`src/rtl/rmq_pkg.sv`:
```
// shared types, constants and helpers for the matrix to quaternion block
`timescale 1ns / 1ps

package rmq_pkg;

    localparam int IN_W = 16;
    localparam int DIFF_W = IN_W + 1;
    localparam int QUEUE_DEPTH = 4;

    typedef enum logic [1:0] {
        COMP_X,
        COMP_Y,
        COMP_Z,
        COMP_W
    } rmq_comp_t;

    typedef struct packed {
        logic      degen;
        rmq_comp_t pslot;
        rmq_comp_t slot_a;
        rmq_comp_t slot_b;
        rmq_comp_t slot_c;
    } rmq_ctl_t;

    localparam int CTL_W = $bits(rmq_ctl_t);

    function automatic rmq_comp_t rmq_succ(input rmq_comp_t c);
        rmq_comp_t r;
        case (c)
            COMP_X:  r = COMP_Y;
            COMP_Y:  r = COMP_Z;
            default: r = COMP_X;
        endcase
        return r;
    endfunction

endpackage

```
`src/rtl/rmq_front.sv`:
```
// front end: trace test, pivot choice, radicand and off-diagonal terms
`timescale 1ns / 1ps

module rmq_front import rmq_pkg::*; #(
    parameter int FRAC_BITS = 14,
    parameter int RW = 19
) (
    input  logic signed [IN_W-1:0]   m00,
    input  logic signed [IN_W-1:0]   m01,
    input  logic signed [IN_W-1:0]   m02,
    input  logic signed [IN_W-1:0]   m10,
    input  logic signed [IN_W-1:0]   m11,
    input  logic signed [IN_W-1:0]   m12,
    input  logic signed [IN_W-1:0]   m20,
    input  logic signed [IN_W-1:0]   m21,
    input  logic signed [IN_W-1:0]   m22,
    output rmq_ctl_t                 ctl,
    output logic [RW-1:0]            rad,
    output logic signed [DIFF_W-1:0] d_a,
    output logic signed [DIFF_W-1:0] d_b,
    output logic signed [DIFF_W-1:0] d_c
);

    localparam int SW = RW + 1;
    localparam logic signed [SW-1:0] ONE = SW'(1) <<< FRAC_BITS;

    logic signed [IN_W-1:0] mm [3][3];
    logic signed [IN_W-1:0] dg [3];
    logic signed [SW-1:0]   trace;
    logic signed [SW-1:0]   rad_s;
    rmq_comp_t              piv;
    rmq_comp_t              sj;
    rmq_comp_t              sk;

    always_comb
    begin
        mm[0][0] = m00; mm[0][1] = m01; mm[0][2] = m02;
        mm[1][0] = m10; mm[1][1] = m11; mm[1][2] = m12;
        mm[2][0] = m20; mm[2][1] = m21; mm[2][2] = m22;
        dg[0] = m00;
        dg[1] = m11;
        dg[2] = m22;
        trace = SW'(m00) + SW'(m11) + SW'(m22);
        piv = COMP_X;
        if (m11 > m00)
        begin
            piv = COMP_Y;
        end
        if (m22 > dg[piv])
        begin
            piv = COMP_Z;
        end
        sj = rmq_succ(piv);
        sk = rmq_succ(sj);
        ctl = '0;
        if (trace > 0)
        begin
            rad_s = trace + ONE;
            ctl.pslot = COMP_W;
            ctl.slot_a = COMP_X;
            ctl.slot_b = COMP_Y;
            ctl.slot_c = COMP_Z;
            d_a = DIFF_W'(m12) - DIFF_W'(m21);
            d_b = DIFF_W'(m20) - DIFF_W'(m02);
            d_c = DIFF_W'(m01) - DIFF_W'(m10);
        end
        else
        begin
            rad_s = SW'(dg[piv]) - SW'(dg[sj]) - SW'(dg[sk]) + ONE;
            ctl.pslot = piv;
            ctl.slot_a = COMP_W;
            ctl.slot_b = sj;
            ctl.slot_c = sk;
            d_a = DIFF_W'(mm[sj][sk]) - DIFF_W'(mm[sk][sj]);
            d_b = DIFF_W'(mm[piv][sj]) + DIFF_W'(mm[sj][piv]);
            d_c = DIFF_W'(mm[piv][sk]) + DIFF_W'(mm[sk][piv]);
        end
        ctl.degen = (rad_s <= 0);
        rad = ctl.degen ? RW'(1) : rad_s[RW-1:0];
    end

endmodule

```
`config.mk`:
```
export PLATFORM = sky130hd
export DESIGN_NAME = rmq_front
export DESIGN_NICKNAME = d
export VERILOG_FILES = /design/src/rtl/rmq_pkg.sv /design/src/rtl/rmq_front.sv
export SDC_FILE = /design/constraint.sdc
export NUM_CORES = 1
export LEC_CHECK = 0
export BUFFER_PORTS_ARGS = -buffer_cell sky130_fd_sc_hd__buf_4
export CORE_MARGIN = 3
export CORE_UTILIZATION = 54
export DETAILED_ROUTE_END_ITERATION = 12
export PLACE_DENSITY_LB_ADDON = 0.25
export SYNTH_ARGS = -nofsm -noshare
export SYNTH_HDL_FRONTEND = slang
export SYNTH_SLANG_ARGS = --single-unit
```
`constraint.sdc`:
```
create_clock -name vclk -period 11.4
set_input_delay 1.71 -clock vclk [all_inputs]
set_output_delay 1.71 -clock vclk [all_outputs]
set_load 0.05 [all_outputs]
```
### Yosys cells after proc, flatten, opt, wreduce, memory -nomap -nowiden

Cells that the tools add are included.

* bits in registers: 0
* input port bits: 144
* output and inout bits: 79
* logic and storage cells: 77

* $add $sub $neg: 12
* $lt $le $gt $ge: 8
* equality and inequality tests: 2
* mux-type cells: 49
* bitwise operators: 4
* reductions and logical operators: 2

Operators by type and width (number)
* $bmux W16 S2: 10
* $mux W16: 20
* $bmux W48 S2: 3
* $mux W48: 6
* $sub A16 B16 Y17: 5
* $add A16 B16 Y17: 3
* $mux W17: 3
* $add A18 B16 Y19 const B: 2
* $gt A16 B16 Y1: 2
* $le A20 B1 Y1 const B: 1
* $mux W20: 1
* $mux W19: 1
* $add A17 B16 Y18: 1
* $gt A18 B1 Y1 const B: 1
* $sub A17 B16 Y18: 1
* $ge A3 B3 Y1 const B: 4
* $not A2 Y3: 4
* $mux W8: 1
* $pmux W2 S2: 2
* $eq A2 B1 Y1 const B: 2
* $logic_not A2 Y1: 2
* $mux W2: 1
* $mux W1: 1

### Logic depth before layout (Yosys ltp)

Gate-level depths: netlist of the first run.

* depth after elaboration: 21
* depth in mapped cells: 41
* mapped depth without buffers: 35

### Worst setup path after synthesis of the first run

OpenSTA, ideal clock, no wires.

* path type: input -> output
* start: input port m00[9]
* end: output port rad[0]
* arrival time: 9.904 ns
* required time: 9.690 ns
* path slack: -0.214 ns
* stages on the path: 37
* path buffers: 5
* cell sequence: inv_1 -> ha_1 -> a21o_1 -> a21o_1 -> a21o_1 -> a21oi_1 -> o21ai_0 -> a21oi_1 -> a221o_1 -> buf_2 -> buf_2 -> buf_2 -> mux2i_1 -> ha_1 -> nor2b_1 -> o21a_1 -> o21a_1 -> o21a_1 -> o21a_1 -> o21ai_0 -> nand2b_1 -> a41oi_1 -> clkbuf_1 -> buf_2 -> mux2i_1 -> fa_1 -> ha_1 -> ha_1 -> a211oi_1 -> o211ai_1 -> a31o_2 -> a2111o_1 -> a41o_1 -> a21oi_1 -> xor2_1 -> o311a_1 -> a22oi_1

* word-level cells in the longest chain between the ends: 21
* elaborated cells on any way between the ends: 36
* classes of those cells: add/sub: 6; order compare: 4; eq/ne: 2; mux: 18; bitwise: 4; reduce/logical: 2

RTL lines
* start: declaration: line rmq_front.sv:8 `input logic signed [IN_W-1:0] m00,`
* parallel branches: the longest is 18 deep, another holds $gt A16 B16 Y1
* $mux W20 *: line rmq_front.sv:56 `if (trace > 0)`
* $le A20 B1 Y1: line rmq_front.sv:78 `ctl.degen = (rad_s <= 0);`
* $mux W19 *: line rmq_front.sv:79 `rad = ctl.degen ? RW'(1) : rad_s[RW-1:0];`
* end: declaration: line rmq_front.sv:18 `output logic [RW-1:0] rad,`

Mark *: on every way between the ends. The select of a mux whose other input is x is not followed.

### Worst setup path in the final report of the first run

* start: input port m00[1]
* end: output port rad[0]

Same word-level chain as after synthesis.

==> results of run 1 <==
-- power groups by stage --
stage	sequential, uW	combinational, uW	clock (uW)
final	0	3580	0
after global routing	0	3860	0
after CTS	0	3460	0
after detailed placement	0	3440	0
after global placement	0	3400	0
after floorplan	0	2570	0
-- area by class of cell --
| class | instances | share of cell area (%) |
|---|---|---|
| tap | 275 | 2.45 |
| multi-input combinational | 1309 | 79.9 |
| inverter | 129 | 3.44 |
| timing repair buffer | 254 | 14.2 |
-- what timing repair did --
action | CTS | global route
setup endpoints to repair | 0 | 24
buffers inserted | 0 | 15
gates resized for setup | 0 | 31
-- through the flow --
| stage | hold slack, ps | setup WS, ps | utilization [%] |
|---|---|---|---|
| after floorplan | 3830 | 49.0 | - |
| after global placement | 3890 | 204 | 64.4 |
| after detailed placement | 3910 | 51.0 | 64.4 |
| after CTS | 3910 | 54.4 | 64.4 |
| after global routing | 3920 | -172 | 65.8 |
| final | 3910 | -18.8 | 65.8 |
-- critical path: cells and delay by family --
kind                     cells  cell delay (ps)
AND/OR/NAND/NOR              7             1500
AO/OA/AOI/OAI               16             3210
buffers and inverters        6              790
adder cells (fa/ha/maj)      6             2020
multiplexers                 2              460
-- path summary, 6_finish.rpt --
path | startpoint | slack, ps | endpoint
setup / recovery | m00[1] | -20 | rad[0]
hold / removal | m21[0] | 3910 | d_a[0]
-- cells in the final DEF, fill, tap and decap left out, types with 9 or more instances in the layout --
master / n
sky130_fd_sc_hd__nor2b_1: 17
sky130_fd_sc_hd__or3_1: 19
sky130_fd_sc_hd__o21ai_1: 13
sky130_fd_sc_hd__a21oi_1: 96
sky130_fd_sc_hd__xor2_1: 37
sky130_fd_sc_hd__nor2_1: 89
sky130_fd_sc_hd__xnor2_1: 47
sky130_fd_sc_hd__nand4_1: 9
sky130_fd_sc_hd__o211ai_1: 12
sky130_fd_sc_hd__nor3_1: 41
sky130_fd_sc_hd__o21a_1: 29
sky130_fd_sc_hd__o31ai_1: 12
sky130_fd_sc_hd__mux2i_1: 179
sky130_fd_sc_hd__nand2_1: 89
sky130_fd_sc_hd__buf_4: 245
sky130_fd_sc_hd__a211oi_1: 14
sky130_fd_sc_hd__nand3_1: 34
sky130_fd_sc_hd__inv_1: 128
sky130_fd_sc_hd__o21ai_0: 37
sky130_fd_sc_hd__mux2_2: 117
sky130_fd_sc_hd__nand2b_1: 20
sky130_fd_sc_hd__and3_1: 13
sky130_fd_sc_hd__fa_1: 40
sky130_fd_sc_hd__ha_1: 177
sky130_fd_sc_hd__a21o_1: 26
-- synth_stat cells (all sizes together), types with 8 or more instances --
cell type  instances  area (um^2)
ha               178         2230
nand2             89          334
or3               19          119
nand3             34          170
nor3              41          205
a311oi             8         76.3
xor2              37          324
mux2             117         1320
fa                40          801
a21oi            100          508
o21a              29          218
nor2              90          338
o31ai             13          103
inv              129          484
a31oi              9         71.3
buf               49          272
xnor2             47          412
nand2b            20          125
o211ai            12         90.1
a41o               8         80.1
a211oi            16          125
a21o              26          195
o21ai             50          250
nand4              9         56.3
mux2i            187         1870
nor2b             17          106
o21bai            10         78.8
and3              13         81.3
-- kinds of logic (layout without fill, tap and decap cells) --
| logic type | count (synthesis) | in the layout | share of synthesized area (%) |
|---|---|---|---|
| adder cells (fa/ha/maj) | 218 | 218 | 25.5 |
| XOR/XNOR | 84 | 84 | 6.19 |
| other | 1 | 1 | 0.0315 |
| AO/OA/AOI/OAI | 339 | 340 | 19.9 |
| multiplexers | 304 | 304 | 26.8 |
| buffers and inverters | 185 | 383 | 6.58 |
| AND/OR/NAND/NOR | 362 | 362 | 15.0 |
-- metal layers --
| metal | vias to the layer above | GRT usage [%] | routed length [um] |
|---|---|---|---|
| li1 | 5926 | - | - |
| met1 | 5641 | 38.0 | 15700 |
| met2 | 421 | 47.1 | 16900 |
| met3 | 77 | 3.22 | 2730 |
| met4 | 0 | 6.35 | 945 |
| met5 | - | 0 | 0 |
==> impl_summary.md, run 1 <==
STA
At the pin with the least slew margin, the transition time is 1090 ps. The number of max-slew violations in the final report came to 0. After layout, the minimum clock period comes to 11,420 ps. The worst-case setup margin in the final layout is -18.8 ps. In this run the tightest slew margin relative to its limit is 27.4%. After routing, the total negative slack on setup checks comes to -18.8 ps. The achievable frequency is 0.0876 GHz. Setup violations remaining at the end of the flow were counted as 1.

The number of endpoints with negative hold slack in the final report came to 0. In the finished design, the share of the clock period the worst path needs comes to 100%.

Status
The run finished, with violations left. The checks that failed: negative setup slack.

Min path
The cell count of the worst hold path is 4. The worst min-delay path class is in -> out.

Pwr
The part of the total power dissipated in combinational logic is 100.0%. The switching power is 2240 uW. Net switching is 62.5% of the power. The total chip power is 3580 uW. The part of the power in registers is 0%.

The leakage power total is 0.00694 uW. The power density over cell area is around 250 mW/mm^2. The internal power is 1340 uW. The proportion of power drawn by the clock network is 0%. IR analysis of the VDD net gives a maximum drop of 206 uV.

Detailed routing
The post-route DRC violation count is 0. The initial detailed-routing violation count is 780. The number of detailed-routing iterations run before antenna repair is 5.

The via count normalized by instance count is 6.13. Summing over every cut layer, the via total after detailed routing is 12,100. The final layout contains routed wiring with a total length of 36,300 um. The routed wire length per instance is 18.4 um. The remaining antenna violation count is 0.

Global route
The first global-routing pass estimated 56,300 um of wire. The initial antenna violation count is 0. The number of global-route vias before repair is 11,400. The aggregate global-route resource usage is 27.8%. After global routing the overflow that remains totals 0. Entering global routing, the biggest net connects 82 pins.

Critical path
The most common cell type on the critical path is sky130_fd_sc_hd__o21a_1. On the critical path, the stage with the largest delay is an instance of sky130_fd_sc_hd__fa_1. The worst setup path is of the in -> out kind. The kind of start point of the critical path is an input pin. The endpoint kind of the worst setup timing path is an output port. The endpoint arrival time on the critical path is 9710 ps. Of all nets on the critical path, the largest fanout is 12.

In this design, the stage delay of the slowest critical-path cell is 470 ps. The critical path data required time is 9690 ps.

Job
The total of max-cap violations is 0.

Synth
The per-instance average area after synthesis is around 8 um^2. The count of warnings emitted by yosys is 0. The count of distinct cell types in the synthesized netlist is 79. The mapped netlist covers 0.0119 mm^2. After synthesis, flip-flops and latches occupy 0% of the total area.

After technology mapping, the gate count stands at 1,493. The number of nets in the synthesized netlist is roughly 1,900.

Final layout
The filler cell count in the final layout is 1,876. Excluding fillers, the count of instances in the completed layout stands at slightly below 2,000. The post-layout net count is about 2,100. The area growth from synthesis to final layout is 18.3%.

Cells with a size suffix above 1 make up 25.0% of the layout. Sequential cells placed in the final layout were counted as 0. The number of clock buffers in the layout is 0.

Summing all multi-input logic gate instances after layout gives 0.0112 mm^2. The repair_antennas step left the layout with diodes totalling 0. After routing the design area is about 0.014 mm^2.

Registers take 0 um^2.

Floorplan
The initial utilization of the core area, before any placement, comes to a little under three fifths. Row generation in the floorplan step produced 53 rows. The die extent in x is 154 um. The core box area is ~0.021 mm^2.

The floorplan step defined a die boundary enclosing 0.0238 mm^2. 223 I/O pins were placed. The die is around 150 um tall.

Placed design
The total cell area at the placement stage is about 0.014 mm^2. Counting tap cells, the placed design contains a total of 1,949 instances. The count of buffers added on input and output ports is approximately 220. After legalization and detailed placement, the total HPWL measured 29,400 um.

The routability congestion estimate is 0.949.

Clock tree
The number of hold buffers added after CTS was 0.
Power figures use the tool's default switching activity.
==> inputs of run 2 (changes only) <==
CORE_UTILIZATION = 35   (was 54)
==> impl_summary.md, run 2 (synthesis gave the netlist of run 1 again) <==
Floorplan
The starting utilization of the core area is 36.0% (-20 points). The die extent in x is 190 um (+23%). The count of standard-cell rows is 66 (+25%). The top-level port count is 223 (unchanged). The area enclosed by the die boundary is 0.0362 mm^2 (+52%). The core box area is 0.0330 mm^2 (+55%). The vertical extent of the die is 190 um (+23%).

STA
The transition time at the pin with the least slew margin came to 1110 ps (+20.5 ps). The worst-case setup margin in the final layout is 317 ps (+336 ps). The final total negative setup slack came to 0 ps (+18.8 ps). The number of max-slew violations in the final report is 0 (unchanged). The fraction of the cycle the final worst path needs was 97.2% (-2.9 points). The max-slew headroom at the worst pin is 26.1% (-1.4 points).

The clock period minus final worst setup slack is 11,080 ps (-336 ps). The achievable frequency is 0.0902 GHz (+3.0%). The number of setup violations in the final report came to 0 (-1). The number of endpoints with negative hold slack in the final report is 0 (unchanged).

Detailed routing
The post-route DRC violation count is 0 (unchanged). The routed wire length per instance is 18.3 um (-0.69%). The number of detailed-routing iterations run before antenna repair is 5 (unchanged). The via count normalized by instance count is 5.55 (-9.5%). The initial detailed-routing violation count is 595 (-24%). The total via count in the routed design is 11,900 (-1.7%). The remaining antenna violation count is 0 (unchanged).

The routed wire length was 39,100 um (+7.9%).

Status
The run finished with clean final reports.

Final layout
The area occupied by multi-input gates came to 0.0112 mm^2 (-0.38%). The post-layout net count is 2,059 (+0.15%). The final core utilization came to 43.2% (-23 points). The count of sequential standard cells was 0 (unchanged). The cell area after layout is 0.0143 mm^2 (+1.4%). The fraction of layout instances using a drive strength above 1 came to 24.9% (-0.10 points).

The most common cell after layout, fill and taps aside is sky130_fd_sc_hd__buf_4. The area growth from synthesis to final layout is 19.9%. The filler cell count in the final layout came to 3,452 (+84%). The final antenna diode count came to 0 (unchanged). The number of clock buffers in the layout is 0 (unchanged).

The library cells used most frequently in the layout, excluding fill and tap cells, are sky130_fd_sc_hd__buf_4, sky130_fd_sc_hd__mux2i_1, sky130_fd_sc_hd__ha_1, sky130_fd_sc_hd__inv_1, sky130_fd_sc_hd__mux2_2. The area used by sequential logic in the layout came to 0 um^2 (unchanged).

Critical path
The delay of the slowest cell on the worst path came to 440 ps (-30 ps). The worst setup path is of the in -> out kind. The kind of start point of the critical path is an input pin.

The endpoint kind of the worst setup timing path is an output port. The capturing instance or port of the critical path is rad[0]. The critical-path maximum fanout is 8 (-4).

Tracing the worst setup path back leads to its startpoint at m00[9]. By instance count, the cell type seen most on the critical path is sky130_fd_sc_hd__ha_1. The slowest cell on the critical path is sky130_fd_sc_hd__fa_1.

The critical path data required time is 9690 ps (about the same). The endpoint arrival time on the critical path was 9370 ps (-340 ps).

Pwr
The power density over cell area is 246 mW/mm^2 (-3.4%). The leakage power total came to 0.00695 uW (+0.11%). The total chip power is 3510 uW (-2.0%). The maximum ir drop on the vdd rail was 239 uV (+16%).

Job
The total of max-cap violations came to 0 (unchanged).

Placed design
The total cell area at the placement stage is 0.0141 mm^2 (+2.2%). The routability congestion estimate is 0.881 (-7.1%). The pre-CTS worst setup slack was 115 ps (+63.9 ps). The post-DP HPWL is 32,700 um (+11%).

The number of port buffers came to 222 (unchanged).

Clock tree
The hold-fix buffer count after cts is 0 (unchanged).

Global route
The global-route wire length before repair was 60,800 um (+8.0%). The initial antenna violation count was 0 (unchanged). The total grt overflow is 0 (unchanged). The pin count of the biggest net entering global routing is 93 (+13%). The aggregate global-route resource usage is 20.2% (-7.6 points).

The number of global-route vias before repair is 11,200 (-1.6%).

Min path
The startpoint identified for the worst hold timing path is m21[0]. The tightest min-delay check is of the in -> out type.
-- run 2: stage by stage --
step | hold slack, ps | cells
floorplan | 3830 | 1493
global placement | 3900 | 2126
detailed placement | 3890 | 2126
CTS | 3900 | 2126
global route | 3920 | 2137
finish | 3900 | 2137
-- run 2: worst min path at each step --
| stage | end | slack [ps] | cells after the start |
|---|---|---|---|
| after detailed placement | d_a[0] | 3890 | 4 |
| after CTS | d_a[0] | 3900 | 4 |
| after global routing | d_c[0] | 3920 | 4 |
| after floorplan | d_a[0] | 3830 | 2 |
| after global placement | d_c[0] | 3900 | 4 |
| final | d_a[0] | 3900 | 4 |
-- run 2: power by group --
group          total [uW]  internal [uW]  switching [uW]
Sequential              0              0               0
Combinational        3510           1330            2180
Clock                   0              0               0
Total                3510           1330            2180
-- run 2: worst max-delay path, delay by kind of cell --
family	cells	cell delay, ps
AO/OA/AOI/OAI	18	3940
XOR/XNOR	1	90
multiplexers	2	570
AND/OR/NAND/NOR	2	460
buffers and inverters	7	920
adder cells (fa/ha/maj)	5	1680
-- run 2: metal layers --
metal / GRT usage (%) / wire length (um)
met1: 30.0 / 19400
met2: 33.6 / 17600
met3: 1.18 / 1870
met4: 1.47 / 286
met5: 0 / 0
-- run 2: what timing repair did --
action / in CTS / in global routing
resized for setup: 0 / 23
endpoints found under the setup margin: 0 / 24
setup buffers: 0 / 9
-- run 2: layout make-up --
class / instances / share of cell area [%]
multi-input combinational: 1308 / 78.5
timing repair buffer: 258 / 14.2
inverter: 129 / 3.40
tap: 442 / 3.88
