==> src/rtl/rmq_pkg.sv <==
// shared types, constants and helpers for the matrix to quaternion block
`timescale 1ns / 1ps

package rmq_pkg;

    localparam int IN_W = 16;
    localparam int DIFF_W = IN_W + 1;
    localparam int QUEUE_DEPTH = 4;

    typedef enum logic [1:0] {
        COMP_X,
        COMP_Y,
        COMP_Z,
        COMP_W
    } rmq_comp_t;

    typedef struct packed {
        logic      degen;
        rmq_comp_t pslot;
        rmq_comp_t slot_a;
        rmq_comp_t slot_b;
        rmq_comp_t slot_c;
    } rmq_ctl_t;

    localparam int CTL_W = $bits(rmq_ctl_t);

    function automatic rmq_comp_t rmq_succ(input rmq_comp_t c);
        rmq_comp_t r;
        case (c)
            COMP_X:  r = COMP_Y;
            COMP_Y:  r = COMP_Z;
            default: r = COMP_X;
        endcase
        return r;
    endfunction

endpackage

==> src/rtl/rmq_queue.sv <==
// short item queue between front and back
`timescale 1ns / 1ps

module rmq_queue import rmq_pkg::*; #(
    parameter int W = 8
) (
    input  logic         clk,
    input  logic         rst_n,
    input  logic         push,
    input  logic [W-1:0] wdata,
    input  logic         pop,
    output logic [W-1:0] rdata,
    output logic         full,
    output logic         empty
);

    localparam int AW = $clog2(QUEUE_DEPTH);

    logic [W-1:0]  mem_reg [QUEUE_DEPTH];
    logic [AW-1:0] wr_ptr_reg;
    logic [AW-1:0] rd_ptr_reg;
    logic [AW:0]   count_reg;

    assign full = (count_reg == (AW+1)'(QUEUE_DEPTH));
    assign empty = (count_reg == '0);
    assign rdata = mem_reg[rd_ptr_reg];

    always_ff @(posedge clk)
    begin
        if (push)
        begin
            mem_reg[wr_ptr_reg] <= wdata;
        end
    end

    always_ff @(posedge clk or negedge rst_n)
    begin
        if (!rst_n)
        begin
            wr_ptr_reg <= '0;
            rd_ptr_reg <= '0;
            count_reg <= '0;
        end
        else
        begin
            if (push)
            begin
                wr_ptr_reg <= wr_ptr_reg + 1'b1;
            end
            if (pop)
            begin
                rd_ptr_reg <= rd_ptr_reg + 1'b1;
            end
            if (push && !pop)
            begin
                count_reg <= count_reg + 1'b1;
            end
            else if (pop && !push)
            begin
                count_reg <= count_reg - 1'b1;
            end
        end
    end

endmodule

==> config.mk <==
export PLATFORM = sky130hd
export DESIGN_NAME = rmq_queue
export DESIGN_NICKNAME = d
export VERILOG_FILES = /design/src/rtl/rmq_pkg.sv /design/src/rtl/rmq_queue.sv
export SDC_FILE = /design/constraint.sdc
export NUM_CORES = 1
export LEC_CHECK = 0
export CORE_MARGIN = 3
export CORE_UTILIZATION = 54
export DETAILED_ROUTE_END_ITERATION = 10
export DONT_BUFFER_PORTS = 1
export PLACE_DENSITY = 0.72
export SETUP_SLACK_MARGIN = 0.2
export SLEW_MARGIN = 20
export SYNTH_ARGS = -nofsm -noshare
export SYNTH_HDL_FRONTEND = slang
export SYNTH_SLANG_ARGS = --single-unit
export TNS_END_PERCENT = 30
==> constraint.sdc <==
create_clock -name clk -period 1.5 [get_ports clk]
set_clock_uncertainty 0.15 [all_clocks]
set_input_delay 0.075 -clock clk [delete_from_list [all_inputs] [get_ports clk]]
set_output_delay 0.075 -clock clk [all_outputs]
set_load 0.02 [all_outputs]
# Word level (Yosys, flattened, before mapping)
# Memory sizes are Yosys's and may differ from the RTL's.
# Index checks and enable logic that the tools add are counted.
[totals]
reg_bits = 7
ram_bits = 32
in_bits = 12
out_inout_bits = 10
wordCells = 19
memories = 1
[op_classes]
addsub = 4
n_eq_ne = 1
muxes = 4
reduce_logical = 6
[mem_list]
columns = ["memory", "words", "width", "rd", "rd_clocked_by_memory_dff", "wr", "line", "text"]
rows = [
  ["mem_reg", 4, 8, 1, 0, 1, "rmq_queue.sv:19", "logic [W-1:0] mem_reg [QUEUE_DEPTH];"],
]
[op_table]
columns = ["operator", "count"]
rows = [
  ["3-bit 2-to-1 mux", 2],
  ["2-bit by 1-bit adder with 2-bit output (second input constant)", 2],
  ["3-bit by 1-bit adder with 3-bit output (second input constant)", 1],
  ["3-bit == test (second input constant)", 1],
  ["3-bit zero test", 1],
  ["3-bit by 1-bit subtractor with 3-bit output (second input constant)", 1],
  ["1-bit logical AND", 2],
  ["1-bit zero test", 2],
  ["1-bit 2-to-1 mux", 2],
  ["2-bit nonzero test", 1],
]

# Logic depth before layout (Yosys ltp)
# Gate-level depths: netlist (run 1).
[logic_depth]
word_depth = 4
depth_mapped = 7
ltp_nobuf = 7

# Worst setup path after synthesis (run 1)
# OpenSTA, ideal clock, no wires.
[synth_path]
kind = "flip-flop to flip-flop"
startpoint = "register count_reg[0]"
endpoint = "register count_reg[2]"
setup_time_ps = 79
arrival_time_ps = 1237
t_required_ps = 1271
setup_slack_ps = 34
path_stages_with_launch = 5
path_buffers = 0
period_less_slack_ps = 1466
cell_sequence = "dfrtp_1 -> fa_1 -> xor2_1 -> nor2_1 -> xor2_1"
[synth_between]
elab_chain_len = 3
[synth_rtl]
columns = ["element", "line", "text"]
rows = [
  ["start, declared", "rmq_queue.sv:22", "logic [AW:0] count_reg;"],
  ["start signal, assigned", "rmq_queue.sv:56", "count_reg <= count_reg + 1'b1;"],
  ["start signal, assigned", "rmq_queue.sv:60", "count_reg <= count_reg - 1'b1;"],
  ["3-bit by 1-bit subtractor with 3-bit output", "rmq_queue.sv:60", ""],
  ["3-bit 2-to-1 mux", "rmq_queue.sv:58", "else if (pop && !push)"],
  ["3-bit 2-to-1 mux (*)", "rmq_queue.sv:54", "if (push && !pop)"],
]
# Every way passes the cells marked *; elsewhere a longest branch is shown, timed or not. The select of a mux whose other input is x is not followed.
# A chain may end at the register's enable or synchronous reset.

# Final worst setup path (run 1)
[layout_path]
startpoint = "register rd_ptr_reg[0]"
endpoint = "output port rdata[0]"
[layout_between]
elab_chain_len = 1
[layout_rtl]
columns = ["element", "line", "text"]
rows = [
  ["start, declared", "rmq_queue.sv:21", "logic [AW-1:0] rd_ptr_reg;"],
  ["start signal, assigned", "rmq_queue.sv:52", "rd_ptr_reg <= rd_ptr_reg + 1'b1;"],
  ["memory read 4 x 8 bit", "n/a", ""],
  ["end, declared", "rmq_queue.sv:12", "output logic [W-1:0] rdata,"],
]
# Every way passes these cells.

==> out/results.tsv, run 1 <==
metric	value	unit
critical path startpoint category	register	
Reg clk slew, reported paths	0.11	ns
initial core utilization	59.76	%
register area share after synthesis	73.40	%
failing checks	setup timing	
clock network power share	17.4	%
Mapped Avg Cell Area	20.36	um2
Synth warnings	0	
RSZ-0062 raised after global routing	true	
fill count	146	
r2r startpoint	count_reg[0]	
FMAX	590.9	MHz
port buffer count	0	
die width	59.54	um
critical path arrival	1.47	ns
Worst slew margin	73.32	%
Seq. cell area	0.001140	mm2
Final Hold Fails	0	
Routed WL per cell	18.18	um
part of the power in combinational logic	37.7	%
kind of end point of the critical path	output pin	
grt ovf	0	
ANT cells	0	
Sw Share	32.31	%
Switch Pwr	1.211	mW
vias	734	
most frequent cells in the layout	32 x edfxtp_1, 14 x dlygate4sd3_1, 9 x buf_6	
Slew Viols, Final	0	
cts bufs inserted	5	
drt via density	5.319	
I/O Pins	22	
DR DRC count	0	
Crit Path Class	register to output pin	
post-route worst setup slack	-0.1924	ns
TNS Setup	-1.493	ns
clk sinks	39	
Hold Path Class	input port to register	
Finished Cell Area	0.002018	mm2
Setup crit start	rd_ptr_reg[0]	
initial antenna violation count	0	
Placed Area	0.001653	mm2
Max Root-Sink Buffers	2	
worst vdd ir	1.445	mV
synthesized area	0.001548	mm2
Syn-to-layout area delta	30.40	%
layout cells sized above 1	41.67	%
hold_ws	0.1237	ns
H-tree Lvls	2	
RePlAce Congestion	0.7384	
First DRT Iteration DRCs	14	
Worst Path Required	1.27	ns
status	complete, but fails checks	
CTS tree	yes	
Total GRT Usage	17.39	%
sequential power share	44.9	%
footprint of the multi-input gates	465.4	um2
critical path peak fanout	5	
Layout Utilization	77.92	%
post-route ant nets	0	
fin crit period	1.692	ns
drt first pass iters	4	
worst slew pin tran	0.4002	ns
first-pass GRT wire length	4126	um
Synth Register Bits	39	
final cycle utilization of the critical path	112.8	%
Clock Tree Root	clkbuf_4	
Die Ht	59.54	um
power per cell area	1857	mW/mm2
synthesized instance count	76	
nets	126	
Hold Startpoint	push	
largest net degree at the start of global routing	12	
Worst-Skew Late Latency	0.33	ns
drt total wl	2509	um
max-cap viol count	0	
HPWL Detailed	1590	um
die area	0.003544	mm2
pre-CTS setup slack	-0.001710	ns
Core ar.	0.002590	mm2
num rows	18	
Int Power	2.537	mW
post-synthesis net count	94	
Synth cell types	17	
Largest register FFs	32	
static leakage	0.7249	nW
Setup violations, final	9	
vias in the first global route	809	
most common cell after layout, fill and taps aside	edfxtp_1	
metal layers:
metal / global-route usage (%) / share of wire [%] / wire length [um] / vias up
met4: 8.544 / 1.8 / 44 / 0
li1: - / - / - / 354
met3: 7.843 / 6.0 / 150 / 4
met5: 0 / 0 / 0 / -
met2: 27.93 / 52 / 1315 / 19
met1: 19.64 / 40 / 998 / 357
metrics by stage:
| step | power [mW] | std cells |
|---|---|---|
| after floorplan | 2.439 | 76 |
| after global placement | 2.686 | 113 |
| after detailed placement | 2.720 | 113 |
| after CTS | 3.617 | 136 |
| after global routing | 3.984 | 138 |
| final | 3.748 | 138 |
power groups by stage:
stage	sequential (mW)	combinational, mW	clock (mW)
2_1_floorplan	1.56	0.877	0
3_3_place_gp	1.63	1.06	0
3_5_place_dp	1.64	1.08	0
4_1_cts	1.64	1.31	0.668
5_1_grt	1.72	1.54	0.725
6_report	1.68	1.41	0.652
cell type report:
class | instances | share of cell area, %
well taps | 30 | 1.860
inverters | 4 | 0.9919
repair buffers | 27 | 14.07
clock inverters | 1 | 1.488
multi-input cells | 31 | 23.06
clock buffers | 6 | 2.046
flip-flops and latches | 39 | 56.48
cell usage after synthesis, drive strengths merged:
master,number,area [um2]
nor3,1,5.000
and2,4,25.02
nor3b,1,7.510
o21ai,1,5.000
mux2,1,11.26
xnor2,2,17.52
xor2,4,35.03
nor2,1,3.750
edfxtp,32,960.9
fa,1,20.02
ha,5,62.56
buf,2,16.26
dfrtp,7,175.2
mux4,8,180.2
inv,4,15.01
nand2,2,7.510
final timing paths:
kind | endpoint | slack (ns) | cells past startpoint
max | rdata[0] | -0.19 | 2
min | count_reg[2] | 0.12 | 4
max reg2reg | count_reg[2] | -0.04 | 4
min reg2reg | count_reg[0] | 0.40 | 1
max in group asynchronous | count_reg[0] | 0.48 | 2
min in group asynchronous | count_reg[1] | 0.45 | 2
critical path, stage by stage, from the launching register on:
cell     delay, ns
dfrtp_1       0.40
buf_6         0.15
mux4_2        0.58
logic make-up (layout without fill, tap and decap cells):
kind of cell | after synthesis | in the layout | synth area share (%)
AO/OA/AOI/OAI | 1 | 1 | 0.3231
XOR/XNOR | 6 | 6 | 3.395
adder cells (fa/ha/maj) | 6 | 6 | 5.336
buffers and inverters | 6 | 38 | 2.020
flip-flops | 39 | 39 | 73.40
multiplexers | 9 | 9 | 12.37
AND/OR/NAND/NOR | 9 | 9 | 3.152
what timing repair did:
item,in CTS,in global routing
pin swaps,5,5
setup buffers,2,2
endpoints found under the setup margin,44,44
hold buffers,14,0
hold endpoints to repair,77,0
gates resized for setup,22,11
Power figures use the tool's default switching activity.
==> run 2, diff against run 1 <==
--- a/config.mk
+++ b/config.mk
@@ -5,11 +5,12 @@
 export SDC_FILE = /design/constraint.sdc
 export NUM_CORES = 1
 export LEC_CHECK = 0
+export ABC_AREA = 1
 export CORE_MARGIN = 3
-export CORE_UTILIZATION = 54
+export CORE_UTILIZATION = 55
 export DETAILED_ROUTE_END_ITERATION = 10
 export DONT_BUFFER_PORTS = 1
-export PLACE_DENSITY = 0.72
+export PLACE_DENSITY = 0.73
 export SETUP_SLACK_MARGIN = 0.2
 export SLEW_MARGIN = 20
 export SYNTH_ARGS = -nofsm -noshare
==> out/results.tsv, run 2 <==
metric	value	unit
pre-CTS setup slack	0.02541	ns
HPWL Detailed	1825	um
DR DRC count	0	
Synth warnings	0	
static leakage	0.8613	nW
Largest register FFs	32	
Setup violations, final	8	
post-synthesis net count	159	
clk sinks	39	
first-pass GRT wire length	4878	um
Final Hold Fails	36	
Total Power	4.071	mW
grt ovf	0	
critical path startpoint category	register	
count leader, synth	nand2_1	
critical path peak fanout	34	
post-route worst setup slack	-0.04279	ns
final cycle utilization of the critical path	102.9	%
Synth top area share	56.30	%
RSZ-0062 raised after global routing	true	
Reg clk slew, reported paths	0.11	ns
worst slew pin tran	0.3132	ns
R2R Path End	count_reg[2]	
die area	0.003808	mm2
Worst slew margin	79.05	%
ANT cells	0	
vias in the first global route	966	
Placed Cells	170	
nets	178	
port buffer count	0	
kind of end point of the critical path	output pin	
drt via density	5.542	
synthesized area	0.001707	mm2
num rows	19	
worst vdd ir	1.241	mV
drt total wl	3177	um
reg2reg path depth	5	
r2r startpoint	count_reg[1]	
hold_ws	-0.3505	ns
register area share after synthesis	66.57	%
share of flip-flops with an asynchronous set or reset	17.95	%
largest net degree at the start of global routing	35	
die width	61.71	um
Setup crit start	rd_ptr_reg[0]	
Crit Path Class	register to output pin	
Syn-to-layout area delta	23.83	%
Synth cell types	18	
hold path depth	1	
drt first pass iters	4	
max-cap viol count	0	
CTS tree	yes	
status	complete, but fails checks	
Core ar.	0.002853	mm2
Synth area leader	edfxtp_1	
Worst Path Required	1.27	ns
most frequent cells in the layout	32 x edfxtp_1, 23 x nand2_1, 18 x inv_1	
Clock Tree Root	clkbuf_4	
most common cell after layout, fill and taps aside	edfxtp_1	
cts bufs inserted	5	
Top FF cell, synth	edfxtp_1	
Final Non-Filler Cells	192	
setup slack, reg-to-reg	0.01	ns
synth cell count leaders	37 x nand2_1, 32 x edfxtp_1, 27 x inv_1, 15 x o211ai_1, 7 x dfrtp_1	
Routed WL per cell	16.55	um
synth top area cells	edfxtp_1 56%, dfrtp_1 10%, nand2_1 8.1%	
RePlAce Congestion	0.7616	
Worst-Skew Late Latency	0.35	ns
critical path arrival	1.32	ns
First DRT Iteration DRCs	31	
Mapped Avg Cell Area	12.10	um2
Synth Register Bits	39	
synthesized instance count	141	
I/O Pins	22	
Max Root-Sink Buffers	2	
power per cell area	1926	mW/mm2
fin crit period	1.543	ns
post-route ant nets	0	
initial core utilization	59.82	%
Post-synth EDFFs	32	
Die Ht	61.71	um
vias	1064	
failing checks	hold timing, setup timing	
Slew Viols, Final	0	
Total GRT Usage	19.01	%
initial antenna violation count	0	
Layout Utilization	74.08	%
FMAX	648.2	MHz
layout cells sized above 1	32.92	%
Hold Path Class	input port to register	
H-tree Lvls	2	
Setup crit end	rdata[3]	
## run 2: cell count changes after synthesis, moves of 3 or more
| cell | delta |
|---|---|
| mux4_2 | -8 |
| and2_1 | -4 |
| o211ai_1 | +15 |
| nand2_1 | +35 |
| inv_1 | +23 |
| buf_6 | +3 |
## run 2: cells by family after synthesis
logic type	Yosys count	synth area share (%)
xor gates and xnor gates	4	2.053
adders and majority gates	6	4.839
buffers and inverters	34	9.530
AOI/OAI and AO/OA	17	7.624
and+or+nand+nor	41	9.384
DFF	39	66.57
## run 2: what timing repair did
| item | in CTS | in global routing |
|---|---|---|
| hold buffers | 11 | 1 |
| pin swaps | 21 | 17 |
| endpoints found under the hold margin | 78 | 37 |
| setup endpoints to repair | 40 | 44 |
| resized for setup | 43 | 11 |
| setup buffers | 1 | 1 |
## run 2: area by class of cell
type | count | area [um2]
Inverter | 28 | 131.4
Timing Repair Buffer | 18 | 191.4
Clock buffer | 5 | 37.54
Sequential cell | 39 | 1142
Clock inverter | 3 | 43.79
Fill cell | 178 | 739.5
Tap cell | 31 | 38.79
Multi-Input combinational cell | 68 | 528.0
## run 2: critical path, stage by stage, from the launching register on
cell	delay, ns
dfrtp_1	0.42
buf_12	0.17
o211ai_1	0.22
nand2_2	0.14
## run 2: worst min path at each step
stage,from,end,slack [ns]
2_1_floorplan,rst_n,count_reg[0],-0.37
3_3_place_gp,rst_n,count_reg[0],-0.37
3_5_place_dp,rst_n,count_reg[0],-0.37
4_1_cts,push,wr_ptr_reg[0],-0.36
5_1_grt,push,wr_ptr_reg[0],-0.35
6_report,push,wr_ptr_reg[0],-0.35
## run 2: report_power, final
part	total, mW	switching, mW	internal [mW]
registers	1.68	0.219	1.46
clock network	0.702	0.351	0.350
logic	1.69	1.07	0.619
total	4.07	1.64	2.43
## run 2: per-stage QoR
step           instance area [um2]  TNS, ns
2_1_floorplan                 1709        0
3_3_place_gp                  1735        0
3_5_place_dp                  1735        0
4_1_cts                       2067  -0.3176
5_1_grt                       2113  -0.7476
6_report                      2113  -0.1976
## run 2: routing by layer
metal / wire length (um) / part of all wire [%] / vias up / GRT usage [%]
met4: 66 / 2.1 / 0 / 10.00
met5: 0 / 0 / - / 0
li1: - / - / 505 / -
met3: 164 / 5.2 / 8 / 5.785
met2: 1527 / 48 / 31 / 28.55
met1: 1417 / 45 / 520 / 25.00
==> run 3, diff against run 2 <==
==> constraint.sdc (replaced) <==
create_clock -name clk -period 1.5 [get_ports clk]
set_clock_uncertainty 0.15 [all_clocks]
set_input_delay 0.075 -clock clk [delete_from_list [all_inputs] [get_ports clk]]
set_output_delay 0.075 -clock clk [all_outputs]
set_load 0.005 [all_outputs]
==> out/results.tsv, run 3 (synthesis gave the netlist of run 2 again) <==
metric	value	unit
First DRT Iteration DRCs	33	
Die Ht	61.71	um
worst vdd ir	0.9970	mV
Finished Cell Area	0.002067	mm2
initial core utilization	59.82	%
I/O Pins	22	
hold path depth	5	
port buffer count	0	
Largest register FFs	32	
initial antenna violation count	0	
Routed WL per cell	15.59	um
CTS tree	yes	
RSZ-0062 raised after global routing	true	
kind of end point of the critical path	output pin	
met3 usage	6.818	%
R2R Path End	mem_reg[3][3]	
Syn-to-layout area delta	21.11	%
Worst Path Required	1.27	ns
Sw Share	37.44	%
drt total wl	3025	um
part of the power in combinational logic	38.6	%
die area	0.003808	mm2
FMAX	692.6	MHz
r2r startpoint	wr_ptr_reg[0]	
cts bufs inserted	5	
Total GRT Usage	17.43	%
Clock Tree Root	clkbuf_4	
critical path startpoint category	register	
nets	180	
vias	1056	
Core ar.	0.002853	mm2
Placed Area	0.001715	mm2
Setup crit start	rd_ptr_reg[0]	
met2 global-route usage	27.50	%
status	completed	
Int Power	2.198	mW
Setup violations, final	0	
ANT cells	0	
Crit Path Class	register to output pin	
largest net degree at the start of global routing	22	
first-pass GRT wire length	4616	um
clk sinks	39	
H-tree Lvls	2	
Slew Viols, Final	0	
vias in the first global route	1000	
most frequent cells in the layout	32 x edfxtp_1, 30 x nand2_1, 20 x inv_1	
die width	61.71	um
Total Power	3.513	mW
footprint of the multi-input gates	503.0	um2
max-cap viol count	0	
RePlAce Congestion	0.7087	
final cycle utilization of the critical path	96.26	%
Switch Pwr	1.315	mW
num rows	19	
GRT met1 Usage	22.81	%
clock network power share	14.5	%
setup slack, reg-to-reg	0.11	ns
Reg clk slew, reported paths	0.12	ns
Worst slew margin	70.05	%
drt first pass iters	4	
fill count	178	
Worst-Skew Late Latency	0.32	ns
power per cell area	1699	mW/mm2
critical path peak fanout	21	
reg2reg path depth	5	
HPWL Detailed	1795	um
most common cell after layout, fill and taps aside	edfxtp_1	
post-route ant nets	0	
static leakage	0.8364	nW
sequential power share	46.9	%
Final Hold Fails	0	
fin crit period	1.444	ns
Max Root-Sink Buffers	2	
worst slew pin tran	0.4477	ns
busiest grt layer	met2	
critical path arrival	1.22	ns
Seq. cell area	0.001142	mm2
Setup crit end	rdata[4]	
layout cells sized above 1	25.77	%
DR DRC count	0	
Hold Path Class	input port to register	
grt ovf	0	
drt via density	5.443	
-- run 3: changes by cell type in the layout (fill, tap and decap cells not counted), moves of 2 or more --
cell / change
dlygate4sd3_1: +3
inv_1: +2
nand2_2: -6
nand2_1: +7
inv_2: -2
-- run 3: per-layer routing --
layer,up-vias,routed length [um]
met3,4,173
met2,25,1537
met1,512,1284
met5,-,0
li1,515,-
met4,0,29
-- run 3: timing repair --
action                                 in CTS  in global routing
hold buffers                               13                  1
pin swaps                                   2                 14
gates cloned                                0                  0
endpoints found under the hold margin      78                 34
resized for setup                           7                 36
setup endpoints to repair                  34                 44
buffers inserted                            3                  0
-- run 3: critical path, cell delays in order, from the launching register on --
cell	delay, ns
dfrtp_1	0.41
buf_6	0.17
o211ai_1	0.20
nand2_1	0.10
-- run 3: stage by stage --
step | util (%) | instances | hold WS, ns | setup WS [ns] | TNS [ns]
floorplan | - | 141 | -0.3706 | 0.1968 | 0
global placement | 60.13 | 169 | -0.3704 | 0.06711 | 0
detailed placement | 60.13 | 169 | -0.3704 | 0.01464 | 0
CTS | 68.20 | 193 | -0.3286 | 0.05100 | 0
global route | 72.46 | 194 | 0.1042 | -0.02253 | -0.08033
finish | 72.46 | 194 | 0.07546 | 0.05610 | 0
-- run 3: area by class of cell --
cell class              count  area share, %
multi-input cells          68          24.33
repair buffers             20          9.685
well taps                  31          1.877
clock buffers               6          1.998
inverters                  28          6.235
flip-flops and latches     39          55.27
clock inverters             2         0.6053
-- run 3: power groups by stage --
| stage | Sequential [mW] | Combinational (mW) | Clock (mW) |
|---|---|---|---|
| after floorplan | 1.57 | 0.902 | 0 |
| after CTS | 1.60 | 1.16 | 0.516 |
| after detailed placement | 1.65 | 0.977 | 0 |
| after global routing | 1.68 | 1.52 | 0.570 |
| after global placement | 1.64 | 0.934 | 0 |
| final | 1.65 | 1.36 | 0.508 |
-- run 3: worst min path at each step --
stage | from | endpoint | slack, ns
2_1_floorplan | rst_n | count_reg[0] | -0.37
3_3_place_gp | rst_n | rd_ptr_reg[0] | -0.37
3_5_place_dp | rst_n | count_reg[0] | -0.37
4_1_cts | push | wr_ptr_reg[0] | -0.33
5_1_grt | push | count_reg[2] | 0.10
6_report | push | count_reg[2] | 0.08
